### config.mk
export PLATFORM = sky130hd
export DESIGN_NAME = stream_substring_match_unit
export DESIGN_NICKNAME = d
export VERILOG_FILES = /design/src/sv/ssm_pkg.sv /design/src/sv/ssm_cfg_regs.sv /design/src/sv/ssm_match_core.sv /design/src/sv/stream_substring_match_unit.sv
export SDC_FILE = /design/constraint.sdc
export NUM_CORES = 1
export LEC_CHECK = 0
export BUFFER_PORTS_ARGS = -buffer_cell sky130_fd_sc_hd__clkbuf_2
export CORE_MARGIN = 5
export CORE_UTILIZATION = 50
export DETAILED_ROUTE_END_ITERATION = 12
export GPL_ROUTABILITY_DRIVEN = 0
export PLACE_DENSITY = 0.71
export SYNTH_ARGS = -nofsm -noshare
export SYNTH_HDL_FRONTEND = slang
export SYNTH_SLANG_ARGS = --single-unit
export TNS_END_PERCENT = 1
### constraint.sdc
create_clock -name clk -period 6.3 [get_ports clk]
set_clock_uncertainty 0.2 [all_clocks]
set_input_delay 1.89 -clock clk [delete_from_list [all_inputs] [get_ports clk]]
set_output_delay 1.89 -clock clk [all_outputs]
set_load 0.005 [all_outputs]
### src/sv/ssm_pkg.sv
// ----------------------------------------------------------------------------
// ssm_pkg
// Shared types, constants and helpers for the streaming substring matcher.
// ----------------------------------------------------------------------------
package ssm_pkg;

  // Largest pattern the window can hold
  localparam int unsigned PATTERN_MAX_DEF = 16;

  // Field widths fixed by the register map
  localparam int unsigned LEN_W    = 5;
  localparam int unsigned WORD_W   = 64;
  localparam int unsigned BYTE_W   = 8;
  localparam int unsigned ADDR_W   = 5;
  localparam int unsigned REG_IDX_W = 2;

  // Register indexes (byte address is 8 * index)
  typedef enum logic [REG_IDX_W-1:0] {
    REG_PATTERN_LENGTH = 2'd0,
    REG_PATTERN_LOW    = 2'd1,
    REG_PATTERN_HIGH   = 2'd2,
    REG_FOLD_CASE      = 2'd3
  } reg_idx_t;

  // Reset values
  localparam logic [LEN_W-1:0] PATTERN_LENGTH_RST = 5'd1;
  localparam logic             FOLD_CASE_RST      = 1'b1;

  // Configuration seen by the datapath
  typedef struct packed {
    logic [LEN_W-1:0]  pattern_length;
    logic [WORD_W-1:0] pattern_low_bytes;
    logic [WORD_W-1:0] pattern_high_bytes;
    logic              fold_case;
  } cfg_t;

  // One byte request of the stream
  typedef struct packed {
    logic [BYTE_W-1:0] data_byte;
    logic              first_byte;
    logic              last_byte;
  } item_t;

  // Fold ASCII A-Z to lower case when enabled
  function automatic logic [BYTE_W-1:0] fold_byte(input logic [BYTE_W-1:0] b,
                                                   input logic fold);
    logic [BYTE_W-1:0] r;
    r = b;
    if (fold && (b >= 8'h41) && (b <= 8'h5A)) begin
      r = b + 8'h20;
    end
    return r;
  endfunction

endpackage

### src/sv/ssm_cfg_regs.sv
// ----------------------------------------------------------------------------
// ssm_cfg_regs
// APB register file holding pattern length, pattern bytes and fold control.
// ----------------------------------------------------------------------------
module ssm_cfg_regs
  import ssm_pkg::*;
(
  input  logic              clk,
  input  logic              rst,
  input  logic              psel,
  input  logic              penable,
  input  logic              pwrite,
  input  logic [ADDR_W-1:0] paddr,
  input  logic [WORD_W-1:0] pwdata,
  output logic [WORD_W-1:0] prdata,
  output logic              pready,
  output cfg_t              cfg
);

  reg_idx_t reg_idx;
  logic     wr_en;

  assign pready  = 1'b1;
  assign reg_idx = reg_idx_t'(paddr[ADDR_W-1:ADDR_W-REG_IDX_W]);
  assign wr_en   = psel && penable && pwrite && pready;

  // Write registers on the access phase
  always_ff @(posedge clk) begin
    if (rst) begin
      cfg.pattern_length     <= PATTERN_LENGTH_RST;
      cfg.pattern_low_bytes  <= '0;
      cfg.pattern_high_bytes <= '0;
      cfg.fold_case          <= FOLD_CASE_RST;
    end else if (wr_en) begin
      unique case (reg_idx)
        REG_PATTERN_LENGTH: cfg.pattern_length     <= pwdata[LEN_W-1:0];
        REG_PATTERN_LOW:    cfg.pattern_low_bytes  <= pwdata;
        REG_PATTERN_HIGH:   cfg.pattern_high_bytes <= pwdata;
        REG_FOLD_CASE:      cfg.fold_case          <= pwdata[0];
        default: ;
      endcase
    end
  end

  // Read back
  always_comb begin
    prdata = '0;
    unique case (reg_idx)
      REG_PATTERN_LENGTH: prdata = {{(WORD_W-LEN_W){1'b0}}, cfg.pattern_length};
      REG_PATTERN_LOW:    prdata = cfg.pattern_low_bytes;
      REG_PATTERN_HIGH:   prdata = cfg.pattern_high_bytes;
      REG_FOLD_CASE:      prdata = {{(WORD_W-1){1'b0}}, cfg.fold_case};
      default:            prdata = '0;
    endcase
  end

endmodule

### src/sv/ssm_match_core.sv
// ----------------------------------------------------------------------------
// ssm_match_core
// Sliding byte window, fill count and sticky match flag with parallel compare.
// ----------------------------------------------------------------------------
module ssm_match_core
  import ssm_pkg::*;
#(
  parameter int unsigned PATTERN_MAX = PATTERN_MAX_DEF
) (
  input  logic  clk,
  input  logic  rst,
  input  cfg_t  cfg,
  input  item_t item,
  input  logic  advance,
  output logic  file_hit
);

  localparam int unsigned FILL_W = $clog2(PATTERN_MAX + 1);
  localparam int unsigned IDX_W  = (PATTERN_MAX > 1) ? $clog2(PATTERN_MAX) : 1;

  logic [BYTE_W-1:0] window [PATTERN_MAX];
  logic [BYTE_W-1:0] window_next [PATTERN_MAX];
  logic [FILL_W-1:0] fill_count;
  logic [FILL_W-1:0] fill_base;
  logic [FILL_W-1:0] fill_count_next;
  logic              match_seen;
  logic              match_base;
  logic              match_seen_next;
  logic [LEN_W-1:0]  len;
  logic [2*WORD_W-1:0] pattern_all;
  logic              eq;
  logic              hit;

  assign pattern_all = {cfg.pattern_high_bytes, cfg.pattern_low_bytes};

  // Clamp pattern length into 1..PATTERN_MAX
  always_comb begin
    priority if (cfg.pattern_length == '0) begin
      len = LEN_W'(1);
    end else if (cfg.pattern_length > LEN_W'(PATTERN_MAX)) begin
      len = LEN_W'(PATTERN_MAX);
    end else begin
      len = cfg.pattern_length;
    end
  end

  // Start a new file from a cleared state, shift in the new byte
  always_comb begin
    fill_base  = item.first_byte ? '0 : fill_count;
    match_base = item.first_byte ? 1'b0 : match_seen;
    window_next[0] = item.data_byte;
    for (int k = 1; k < PATTERN_MAX; k++) begin
      window_next[k] = window[k-1];
    end
    fill_count_next = (fill_base < FILL_W'(PATTERN_MAX)) ? fill_base + FILL_W'(1)
                                                         : fill_base;
  end

  // Compare the newest len window bytes against the pattern
  always_comb begin
    logic [LEN_W-1:0] sel;
    eq = 1'b1;
    for (int i = 0; i < PATTERN_MAX; i++) begin
      sel = len - LEN_W'(1) - LEN_W'(i);
      if (LEN_W'(i) < len) begin
        if (fold_byte(window_next[sel[IDX_W-1:0]], cfg.fold_case) !=
            fold_byte(pattern_all[i*BYTE_W +: BYTE_W], cfg.fold_case)) begin
          eq = 1'b0;
        end
      end
    end
    hit             = eq && (LEN_W'(fill_count_next) >= len);
    match_seen_next = match_base | hit;
  end

  assign file_hit = match_seen_next;

  // Hold window bytes
  always_ff @(posedge clk) begin
    if (advance) begin
      for (int k = 0; k < PATTERN_MAX; k++) begin
        window[k] <= window_next[k];
      end
    end
  end

  // Advance fill count and match flag; drop them at end of file
  always_ff @(posedge clk) begin
    if (rst) begin
      fill_count <= '0;
      match_seen <= 1'b0;
    end else if (advance) begin
      if (item.last_byte) begin
        fill_count <= '0;
        match_seen <= 1'b0;
      end else begin
        fill_count <= fill_count_next;
        match_seen <= match_seen_next;
      end
    end
  end

endmodule

### src/sv/stream_substring_match_unit.sv
// Result path: an accepted last byte request of a file passes the input register,
//   then the result register, and may wait in the input register for out_ready.
// Throughput: one byte per cycle, set by the parallel window compare;
//   a last byte holds the input only while the previous result is still untaken.
// Reset: rst clears the pipeline valids, fill count and match flag, and loads
//   register defaults (length 1, pattern zero, case folding on).
// ----------------------------------------------------------------------------
// stream_substring_match_unit
// Streaming substring detector with an APB configuration port.
// ----------------------------------------------------------------------------
module stream_substring_match_unit
  import ssm_pkg::*;
#(
  parameter int unsigned PATTERN_MAX = PATTERN_MAX_DEF
) (
  input  logic              clk,
  input  logic              rst,
  // Byte stream
  input  logic              in_valid,
  output logic              in_ready,
  input  logic [BYTE_W-1:0] data_byte,
  input  logic              first_byte,
  input  logic              last_byte,
  // Result
  output logic              out_valid,
  input  logic              out_ready,
  output logic              file_matched,
  // Configuration
  input  logic              psel,
  input  logic              penable,
  input  logic              pwrite,
  input  logic [ADDR_W-1:0] paddr,
  input  logic [WORD_W-1:0] pwdata,
  output logic [WORD_W-1:0] prdata,
  output logic              pready
);

  cfg_t  cfg;
  item_t s1_item;
  logic  s1_valid;
  logic  s1_advance;
  logic  file_hit;

  ssm_cfg_regs u_cfg (
    .clk     (clk),
    .rst     (rst),
    .psel    (psel),
    .penable (penable),
    .pwrite  (pwrite),
    .paddr   (paddr),
    .pwdata  (pwdata),
    .prdata  (prdata),
    .pready  (pready),
    .cfg     (cfg)
  );

  // Stage advances unless its result would overwrite an untaken one
  assign s1_advance = s1_valid && (!s1_item.last_byte || !out_valid || out_ready);
  assign in_ready   = !s1_valid || s1_advance;

  // Input register
  always_ff @(posedge clk) begin
    if (rst) begin
      s1_valid <= 1'b0;
    end else if (in_ready) begin
      s1_valid <= in_valid;
    end
  end

  always_ff @(posedge clk) begin
    if (in_valid && in_ready) begin
      s1_item.data_byte  <= data_byte;
      s1_item.first_byte <= first_byte;
      s1_item.last_byte  <= last_byte;
    end
  end

  ssm_match_core #(
    .PATTERN_MAX (PATTERN_MAX)
  ) u_core (
    .clk      (clk),
    .rst      (rst),
    .cfg      (cfg),
    .item     (s1_item),
    .advance  (s1_advance),
    .file_hit (file_hit)
  );

  // Result register: load on last byte, drop once taken
  always_ff @(posedge clk) begin
    if (rst) begin
      out_valid <= 1'b0;
    end else if (s1_advance && s1_item.last_byte) begin
      out_valid <= 1'b1;
    end else if (out_ready) begin
      out_valid <= 1'b0;
    end
  end

  always_ff @(posedge clk) begin
    if (s1_advance && s1_item.last_byte) begin
      file_matched <= file_hit;
    end
  end

endmodule
### Word-level counts from Yosys, hierarchy flattened

Memory sizes are Yosys's and may differ from the RTL's.
Index checks and enable logic that the tools add are counted.

| word-level totals | value |
|---|---|
| flip-flop bits (word level) | 153 |
| memory bits (writable) | 128 |
| output and inout port bits | 68 |
| logic and storage cells | 436 |
| memories kept | 1 |

| cells by class | value |
|---|---|
| add/sub/neg operators | 49 |
| magnitude comparators | 99 |
| eq/ne operators | 19 |
| mux-type cells | 156 |
| bitwise logic cells | 17 |
| reductions and logical operators | 83 |

Memories:

| name | words | width | read ports | clocked after memory_dff | write ports | line | RTL |
|---|---|---|---|---|---|---|---|
| u_core.window | 16 | 8 | 15 | 0 | 16 | ssm_match_core.sv:21 | `logic [BYTE_W-1:0] window [PATTERN_MAX];` |

Operator list:

| kind | number |
|---|---|
| $mux W8 | 96 |
| $bmux W8 S4 | 16 |
| $add A8 B6 Y8 const B | 32 |
| $ge A8 B7 Y1 const B | 32 |
| $le A8 B7 Y1 const B | 32 |
| $pmux W64 S4 | 1 |
| $ne A8 B8 Y1 | 16 |
| $ge A5 B5 Y1 const B | 16 |
| $not A4 Y5 | 16 |
| $logic_and A1 B1 Y1 | 70 |
| $lt A4 B5 Y1 const A | 8 |
| $mux W1 | 38 |
| $sub A4 B4 Y4 const B | 8 |
| $mux W5 | 5 |
| $lt A3 B5 Y1 const A | 4 |
| $sub A4 B3 Y4 const B | 4 |
| $lt A1 B5 Y1 const A | 2 |
| $lt A2 B5 Y1 const A | 2 |
| $reduce_and A2 Y1 | 4 |
| $sub A4 B1 Y4 const B | 2 |
| $sub A4 B2 Y4 const B | 2 |
| $add A5 B1 Y5 const B | 1 |
| $ge A5 B5 Y1 | 1 |
| $gt A5 B5 Y1 const B | 1 |
| 9 further kinds | 14 |

### Depth between registers and ports, before layout

Gate-level depths: netlist of run 1.

| logic depth | value |
|---|---|
| depth in word-level cells | 49 |
| depth in mapped cells | 27 |

### Hierarchy

A second synthesis of run 1 with hierarchy kept.

| unflattened totals | value |
|---|---|
| cell total of the unflattened synthesis | 2305 |
| area total of the unflattened synthesis | 22945.8 µm² |

By module, submodules not included:

| module | instances | cells each | area an instance (µm²) | sequential area each (µm²) |
|---|---|---|---|---|
| ssm_match_core | 1 | 1679 | 16278.1 | 3723.6 |
| ssm_cfg_regs | 1 | 603 | 6233.5 | 2682.6 |
| stream_substring_match_unit | 1 | 23 | 434.2 | 370.4 |

### Worst setup path after synthesis of run 1

OpenSTA, ideal clock, no wires.

| timing path | value |
|---|---|
| path kind | register to register |
| start point | register u_cfg.cfg[130] (netlist name) |
| end point | register u_core.match_seen |
| arrival time | 6.346 ns |
| required time | 6.030 ns |
| setup slack | -0.317 ns |
| cell stages (with the launch flop) | 22 |
| buffers on the path | 6 |
| cell sequence | dfxtp_1 -> buf_6 -> nor4_4 -> nor2_8 -> buf_4 -> buf_2 -> clkbuf_1 -> ha_1 -> inv_1 -> buf_1 -> clkbuf_1 -> ha_1 -> xor2_1 -> mux4_2 -> or4_1 -> o22a_1 -> a41oi_1 -> xnor2_1 -> a41oi_1 -> nor3_1 -> nand4_1 -> a21oi_1 |

| on the way | value |
|---|---|
| word-level cells in the longest chain between the ends | 49 |

RTL lines:

| element | line | RTL |
|---|---|---|
| $gt A5 B5 Y1 | ssm_match_core.sv:40 | `end else if (cfg.pattern_length > LEN_W'(PATTERN_MAX)) begin` |
| $mux W5 | ssm_match_core.sv:40 |  |
| $mux W5 * | ssm_match_core.sv:38 | `priority if (cfg.pattern_length == '0) begin` |
| parallel branches: the longest is 43 deep, another holds $ge A8 B7 Y1 | n/a |  |
| $logic_and A1 B1 Y1 * | ssm_match_core.sv:72 | `hit = eq && (LEN_W'(fill_count_next) >= len);` |
| $or A1 B1 Y1 * | ssm_match_core.sv:73 | `match_seen_next = match_base \| hit;` |
| $mux W1 * | ssm_match_core.sv:93 | `if (item.last_byte) begin` |
| end signal: assignment | ssm_match_core.sv:98 | `match_seen <= match_seen_next;` |
| end: declaration | ssm_match_core.sv:26 | `logic match_seen;` |

Every way passes the cells marked *. The select of a mux whose other input is x is not followed.
A chain may end at the register's enable or synchronous reset.

### Worst setup path in the final report of run 1

| timing path | value |
|---|---|
| start point | register u_cfg.cfg[130] (netlist name) |
| end point | register file_matched (data pin) |

| on the way | value |
|---|---|
| word-level cells in the longest chain between the ends | 48 |

RTL lines:

| element | line | RTL |
|---|---|---|
| $gt A5 B5 Y1 | ssm_match_core.sv:40 |  |
| $mux W5 | ssm_match_core.sv:40 |  |
| $mux W5 * | ssm_match_core.sv:38 |  |
| parallel branches: the longest is 43 deep, another holds $ge A8 B7 Y1 | n/a |  |
| $logic_and A1 B1 Y1 * | ssm_match_core.sv:72 |  |
| $or A1 B1 Y1 * | ssm_match_core.sv:73 |  |
| net file_hit | stream_substring_match_unit.sv:42 | `logic file_hit;` |
| end signal: assignment | stream_substring_match_unit.sv:102 | `file_matched <= file_hit;` |
| end: declaration | stream_substring_match_unit.sv:27 | `output logic file_matched,` |

Mark *: on every way through the listed nets, which the timed path passes. The select of a mux whose other input is x is not followed.

==> impl_metrics.py, run 1 <==
metrics = {
    "clocking": {
        "cts-buffers-inserted": 30,
        "cts_setup_buffers": 0,
        "ctsHoldBuffers": 0,
        "ctsResizeCount": 0,
        "cts_tree": "yes",
        "clkSinkCount": 273,
        "cts-root-buf": "clkbuf_16",
        "clkSlewWorstSetupHoldPaths_ps": 70,
        "cts_max_level": 1,
        "clock_path_buffers": 3,
        "insertion_delay_ps": 600,
    },
    "sta": {
        "rsz0062_at_grt": "false",
        "timing.setup.tns_ps": 0,
        "setup_violations": 0,
        "timing.final.ws_setup_ps": 228,
        "tightestPinTransition_ps": 1150,
        "maxSlewViolCount": 0,
        "maxSlewHeadroom_pct": 22.8,
        "post-route-min-period_ps": 6070,
        "finalHoldViolations": 0,
        "max_freq_mhz": 165,
        "timing.final.crit_share_pct": 96.4,
    },
    "yosys": {
        "synth_seq_cells": 273,
        "synth.top_cell.area_share_pct": 17.3,
        "synth_fp_nets": 2556,
        "synth_top_cell_by_area": "edfxtp_1",
        "synth.avg_cell_area_um2": 9.37,
        "syn-instance-count": 2421,
        "synth_edf_count": 131,
        "yosysSeqAreaShare_pct": 29.9,
        "yosys_warnings": 0,
        "yosysUniqueCellTypes": 96,
        "synthesis.area_um2": 22700,
        "ys.flop_type": "dfxtp_1",
        "async_reset_ff_share_pct": 0,
        "synth.area.top_cells": "edfxtp_1 (17%), dfxtp_1 (13%), mux4_2 (10%), mux2i_1 (8.5%), nand2_1 (6.5%)",
    },
    "power_and_ir_drop": {
        "powerDensity_nw_per_um2": 186,
        "p_leak_nw": 9.69,
        "peakVddDrop_v": 0.000218,
    },
    "setup_path": {
        "worstPathCellList": "nor4_4, nor2_8, ha_1, xnor2_2, ha_1, inv_1, o31a_1, nor3_1, nor2_2, buf_4, mux4_2, or3_1, nor3_1, a221oi_1, o41a_1, nor4b_1, nand2_1, o22ai_1, buf_4",
        "reg2reg_depth": 19,
        "crit_buf_inv": 3,
        "r2r_setup_slack_ps": 230,
        "cp.arrival_ps": 6330,
        "reg2reg_to": "file_matched$_DFFE_PP_",
        "required_ps": 6560,
        "critPathLaunchType": "flip-flop",
        "cpLargestDelayFamily": "simple AND/OR/NAND/NOR gates",
        "worst_setup_path_end_kind": "flip-flop",
        "crit_type": "reg2reg",
        "crit_slowest_cell": "nor4b_1",
        "slowest_delay_ps": 710,
        "path_depth": 19,
        "setup.worst_path.start": "u_cfg.cfg[130]$_SDFFE_PP0P_",
        "path_max_fanout": 10,
        "regToRegStartpoint": "u_cfg.cfg[130]$_SDFFE_PP0P_",
        "crit_end": "file_matched$_DFFE_PP_",
    },
    "placement": {
        "dp_slack_ps": 481,
        "port_buffers": 149,
        "dpl_cell_area_um2": 24000,
        "place_inst": 3062,
        "dp_hpwl_um": 58400,
    },
    "cells_and_area": {
        "fin_nets": 2629,
        "final_cells": 3118,
        "drive_gt1_share_pct": 18.5,
        "syn_to_final_growth_pct": 10.5,
        "layout_common_cells": "nand2_1 (392), a21oi_1 (210), mux2i_1 (192), clkbuf_2 (149), dfxtp_1 (139)",
        "final_common_cell": "nand2_1",
        "post-route-util_pct": 55.6,
        "antenna_cells_inserted": 0,
        "design_area_um2": 25100,
    },
    "global_routing": {
        "grt_util_all_layers_pct": 30.5,
        "grt_remaining_overflow": 0,
        "grt_pass1_wl_um": 121000,
        "grt_antenna_before_repair": 1,
        "grt_pass1_vias": 20300,
        "grt_max_degree": 121,
    },
    "worst_hold_path": {
        "hold-path-cell-count": 2,
        "min_path_type": "reg2reg",
    },
    "route": {
        "wl_um": 79200,
        "drt_iter0_markers": 3140,
        "drt_first_pass_iters": 7,
        "drcViolationCount": 0,
        "drtAntennaViolNets": 0,
        "vias_per_cell": 6.82,
        "num_vias": 21300,
        "wl_per_cell_um": 25.4,
    },
    "outcome": {
        "status": "finished clean",
    },
    "floorplanning": {
        "core_um2": 45100,
        "die_height_um": 223,
        "std_cell_rows": 78,
        "top_level_ports": 154,
        "die-area_um2": 49700,
        "die_x_um": 223,
        "start_util_pct": 50.3,
    },
    "run": {
        "maxCapViolCount": 0,
    },
}
logic make-up (layout without fill, tap and decap cells):
| family | after synthesis | after routing | share of synthesized area (%) |
|---|---|---|---|
| XOR/XNOR | 143 | 143 | 5.78 |
| multiplexers | 362 | 362 | 22.6 |
| buffers and inverters | 213 | 310 | 4.07 |
| other | 1 | 1 | 0.0165 |
| AO/OA/AOI/OAI | 638 | 638 | 19.0 |
| adder cells (fa/ha/maj) | 49 | 49 | 2.70 |
| flip-flops | 273 | 273 | 29.9 |
| AND/OR/NAND/NOR | 742 | 742 | 15.9 |
worst reg2reg max path, delay by kind of cell (launching register included):
family / cells / cell delay (ps)
AOI/OAI and AO/OA: 4 / 1210
and+or+nand+nor: 8 / 2610
DFF: 1 / 400
xor gates and xnor gates: 1 / 260
muxes: 1 / 370
buffers and inverters: 3 / 430
adders and majority gates: 2 / 450
report_power, final:
part | leakage (nW) | switching [mW] | internal, mW
Clock | 0.525 | 0.783 | 1.12
Combinational | 6.79 | 0.457 | 0.317
Sequential | 2.38 | 0.0798 | 1.91
state kept, by name, summed over array words and instances, names as in the netlist:
register,count
u_core.match_seen,1
file_matched,1
s1_item,10
u_core.window,120
s1_valid,1
u_cfg.cfg,134
u_core.fill_count,5
out_valid,1
cell usage after synthesis (25+ instances only):
cell type,n
mux2i_1,192
buf_1,27
xor2_1,57
a31oi_1,41
nor3_1,33
xnor2_1,81
inv_1,37
clkbuf_1,103
nor2b_1,32
o22ai_1,32
a22o_1,68
ha_1,49
buf_2,27
o21ai_0,37
nor2_1,63
a211oi_1,47
nand2_1,394
mux4_2,104
mux2_2,57
a21oi_1,210
nand3_1,29
a22oi_1,25
dfxtp_1,142
a21o_1,25
nand2b_1,25
edfxtp_1,131
stage by stage:
stage,hold WS (ps),power [mW]
after floorplan,250,2.52
after global placement,258,2.74
after detailed placement,267,2.77
after CTS,276,4.66
after global routing,327,4.80
final,275,4.67
per-layer routing:
metal / track usage (%) / wire, um
met5: 0 / 0
met4: 14.2 / 4610
met3: 9.28 / 10000
met2: 47.8 / 35400
met1: 38.9 / 29100
cell type report:
cell class                      instances  area [um^2]
Clock inverter                         21          246
Multi-Input combinational cell       1935        15000
Timing Repair Buffer                  211         1280
Inverter                               43          171
Sequential cell                       273         6780
Tap cell                              600          751
Fill cell                            3957        20000
Clock buffer                           35          802
worst min path at each step:
stage / slack [ps] / endpoint / startpoint
2_1_floorplan: 250 / u_core.match_seen$_SDFFE_PP0P_ / u_core.match_seen$_SDFFE_PP0P_
3_3_place_gp: 260 / u_core.match_seen$_SDFFE_PP0P_ / u_core.match_seen$_SDFFE_PP0P_
3_5_place_dp: 270 / u_core.match_seen$_SDFFE_PP0P_ / u_core.match_seen$_SDFFE_PP0P_
4_1_cts: 280 / u_core.match_seen$_SDFFE_PP0P_ / u_core.match_seen$_SDFFE_PP0P_
5_1_grt: 330 / u_cfg.cfg[128]$_SDFFE_PP0P_ / u_cfg.cfg[128]$_SDFFE_PP0P_
6_report: 280 / u_core.match_seen$_SDFFE_PP0P_ / u_core.match_seen$_SDFFE_PP0P_
No activity file was read; power rests on OpenSTA's default activity.
==> run 2: changes to the inputs <==
- PLACE_DENSITY: 0.71 -> 0.68
- SYNTH_HIERARCHICAL: not set -> 1
- clock period: 6.3 -> 5.6 ns (I/O delays scaled with it)
==> run 2 against run 1 <==
First-iteration DRC count is 16% lower. Design area is 8.6% higher. Synthesized cell count is 4.8% lower. Combinational power is 29% higher. Synthesized area is 1.2% higher.
==> impl_metrics.py, run 2 <==
metrics = {
    "outcome": {
        "status": "finished clean",
    },
    "sta": {
        "tightestPinTransition_ps": 1180,
        "timing.setup.tns_ps": 0,
        "maxSlewHeadroom_pct": 21.5,
        "holdWs_ps": 309,
        "setup_violations": 0,
        "finalHoldViolations": 0,
        "max_freq_mhz": 182,
        "timing.final.crit_share_pct": 98.1,
        "maxSlewViolCount": 0,
        "timing.final.ws_setup_ps": 104,
        "post-route-min-period_ps": 5500,
    },
    "yosys": {
        "syn-instance-count": 2305,
        "synthesis.area_um2": 22900,
        "synth_edf_count": 131,
        "synth.avg_cell_area_um2": 9.95,
        "synth_common_cells": "mux2i_1 (284), nand2_1 (230), nand2b_1 (208)",
        "yosysUniqueCellTypes": 89,
        "synth_top_cell_by_area": "edfxtp_1",
        "yosysSeqAreaShare_pct": 29.5,
        "synth.top_cell.area_share_pct": 17.1,
        "ys.flop_type": "dfxtp_1",
        "synth_fp_nets": 2440,
        "synth.area.top_cells": "edfxtp_1 (17%), mux4_2 (14%), dfxtp_1 (12%), mux2i_1 (12%), nand2b_1 (5.7%)",
        "async_reset_ff_share_pct": 0,
        "yosys_warnings": 6,
        "yosysMostFrequentCell": "mux2i_1",
        "synth_seq_cells": 273,
    },
    "cells_and_area": {
        "multi_input_area_um2": 15600,
        "syn_to_final_growth_pct": 18.6,
        "largest_reg_flops": 134,
        "drive_gt1_share_pct": 26.2,
        "largestRegisters": "u_cfg/cfg (134), u_core/window (120), s1_item (10)",
        "fin_nets": 2725,
        "antenna_cells_inserted": 0,
        "n_fill_cell": 3825,
        "top_register": "u_cfg/cfg",
        "final_common_cell": "mux2i_1",
        "layout_common_cells": "mux2i_1 (284), buf_4 (242), nand2_1 (229), nand2b_1 (206), clkbuf_2 (148)",
        "seqCellArea_um2": 6780,
        "design_area_um2": 27200,
    },
    "setup_path": {
        "path_max_fanout": 78,
        "setup.worst_path.start": "u_cfg/cfg[130]$_SDFFE_PP0P_",
        "worstPathCellList": "buf_12, nand2b_4, buf_4, clkinv_2, buf_4, buf_4, nand2_1, and3_1, a31oi_1, mux4_2, buf_4, nor2_1, o2bb2ai_1, or4_4, a21oi_2, a21oi_2, nor4_2, nand4b_1, buf_6, o32ai_4",
        "worst_setup_path_end_kind": "flip-flop",
        "cp.arrival_ps": 5680,
        "slowest_delay_ps": 670,
        "crit_buf_inv": 7,
        "cpLargestDelayFamily": "compound AO/OA/AOI/OAI gates",
        "regToRegStartpoint": "u_cfg/cfg[130]$_SDFFE_PP0P_",
        "crit_type": "reg2reg",
        "critPathLaunchType": "flip-flop",
        "crit_slowest_cell": "a31oi_1",
        "required_ps": 5780,
        "crit_top_cell": "buf_4",
    },
    "power_and_ir_drop": {
        "finalPower_mw": 5.52,
        "p_leak_nw": 11.0,
        "powerDensity_nw_per_um2": 203,
        "peakVddDrop_v": 0.000210,
    },
    "worst_hold_path": {
        "min_path_type": "reg2reg",
        "holdCritStartpoint": "u_core/fill_count[0]$_SDFFE_PP0P_",
    },
    "floorplanning": {
        "start_util_pct": 50.6,
        "std_cell_rows": 78,
        "core_um2": 45400,
        "die-area_um2": 50300,
        "die_x_um": 224,
        "die_height_um": 224,
        "top_level_ports": 154,
    },
    "route": {
        "vias_per_cell": 6.52,
        "drcViolationCount": 0,
        "drt_iter0_markers": 2645,
        "drt_first_pass_iters": 6,
        "drtAntennaViolNets": 0,
        "wl_um": 78200,
        "wl_per_cell_um": 24.3,
        "num_vias": 21000,
    },
    "clocking": {
        "cts_tree": "yes",
        "insertion_delay_ps": 560,
        "cts-root-buf": "clkbuf_16",
        "cts_max_level": 2,
        "clkSlewWorstSetupHoldPaths_ps": 60,
        "cts-buffers-inserted": 34,
        "clkSinkCount": 273,
        "clock_path_buffers": 3,
    },
    "global_routing": {
        "grt_util_all_layers_pct": 29.9,
        "grt_pass1_wl_um": 119000,
        "grt_max_degree": 127,
        "grt_remaining_overflow": 0,
        "grt_antenna_before_repair": 0,
        "grt_pass1_vias": 20100,
    },
    "placement": {
        "dpl_cell_area_um2": 25900,
        "port_buffers": 149,
        "dp_hpwl_um": 57500,
        "dp_slack_ps": -71.2,
    },
    "run": {
        "maxCapViolCount": 0,
    },
}
## run 2: kinds of logic after synthesis
| group | after synthesis | share of synthesized area, % |
|---|---|---|
| AND/OR/NAND/NOR | 798 | 18.1 |
| flip-flops | 273 | 29.5 |
| other | 1 | 0.0163 |
| multiplexers | 456 | 28.0 |
| adder cells (fa/ha/maj) | 49 | 2.67 |
| buffers and inverters | 188 | 3.95 |
| XOR/XNOR | 146 | 5.70 |
| AO/OA/AOI/OAI | 394 | 12.0 |
## run 2: path summary, 6_finish.rpt
| check | slack, ps | to | cells after the start |
|---|---|---|---|
| min | 310 | u_core/fill_count[0]$_SDFFE_PP0P_ | 2 |
| max | 100 | file_matched$_DFFE_PP_ | 20 |
| min reg2reg | 310 | u_core/fill_count[0]$_SDFFE_PP0P_ | 2 |
| max reg2reg | 100 | file_matched$_DFFE_PP_ | 20 |
## run 2: power by group
part | internal (mW) | total (mW) | switching [mW] | leakage (nW)
clock network | 1.37 | 2.28 | 0.914 | 0.572
logic | 0.468 | 0.999 | 0.531 | 8.02
registers | 2.15 | 2.24 | 0.0826 | 2.38
total | 3.99 | 5.52 | 1.53 | 11.0
## run 2: final cells by class
| class | instances | share of cell area (%) |
|---|---|---|
| clock buffers | 51 | 3.93 |
| clock inverters | 10 | 0.290 |
| multi-input cells | 1844 | 57.2 |
| flip-flops and latches | 273 | 24.9 |
| well taps | 600 | 2.76 |
| repair buffers | 408 | 10.5 |
| inverters | 29 | 0.423 |
## run 2: stage by stage
| step | std cells | util, % |
|---|---|---|
| floorplan | 2305 | - |
| global placement | 3147 | 57.0 |
| CTS | 3211 | 59.6 |
| finish | 3215 | 60.0 |
| detailed placement | 3147 | 57.0 |
| global route | 3215 | 60.0 |
## run 2: what timing repair did
item,4_1_cts,5_1_grt
gates resized for setup,2,26
setup endpoints to repair,1,2
pin swaps,0,10
buffers inserted,3,4
hold buffers,0,0
## run 2: layer usage
metal / part of all wire, % / track usage, % / up-vias
met5: 0 / 0 / -
met4: 5.8 / 15.6 / 0
met3: 11 / 7.56 / 229
met2: 45 / 45.7 / 1187
met1: 38 / 39.5 / 10200
li1: - / - / 9315
## run 2: tightest hold or removal path, stage by stage, from the launching register on
cell	delay [ps]
dfxtp_1	330
nand2b_1	70
a21oi_1	50
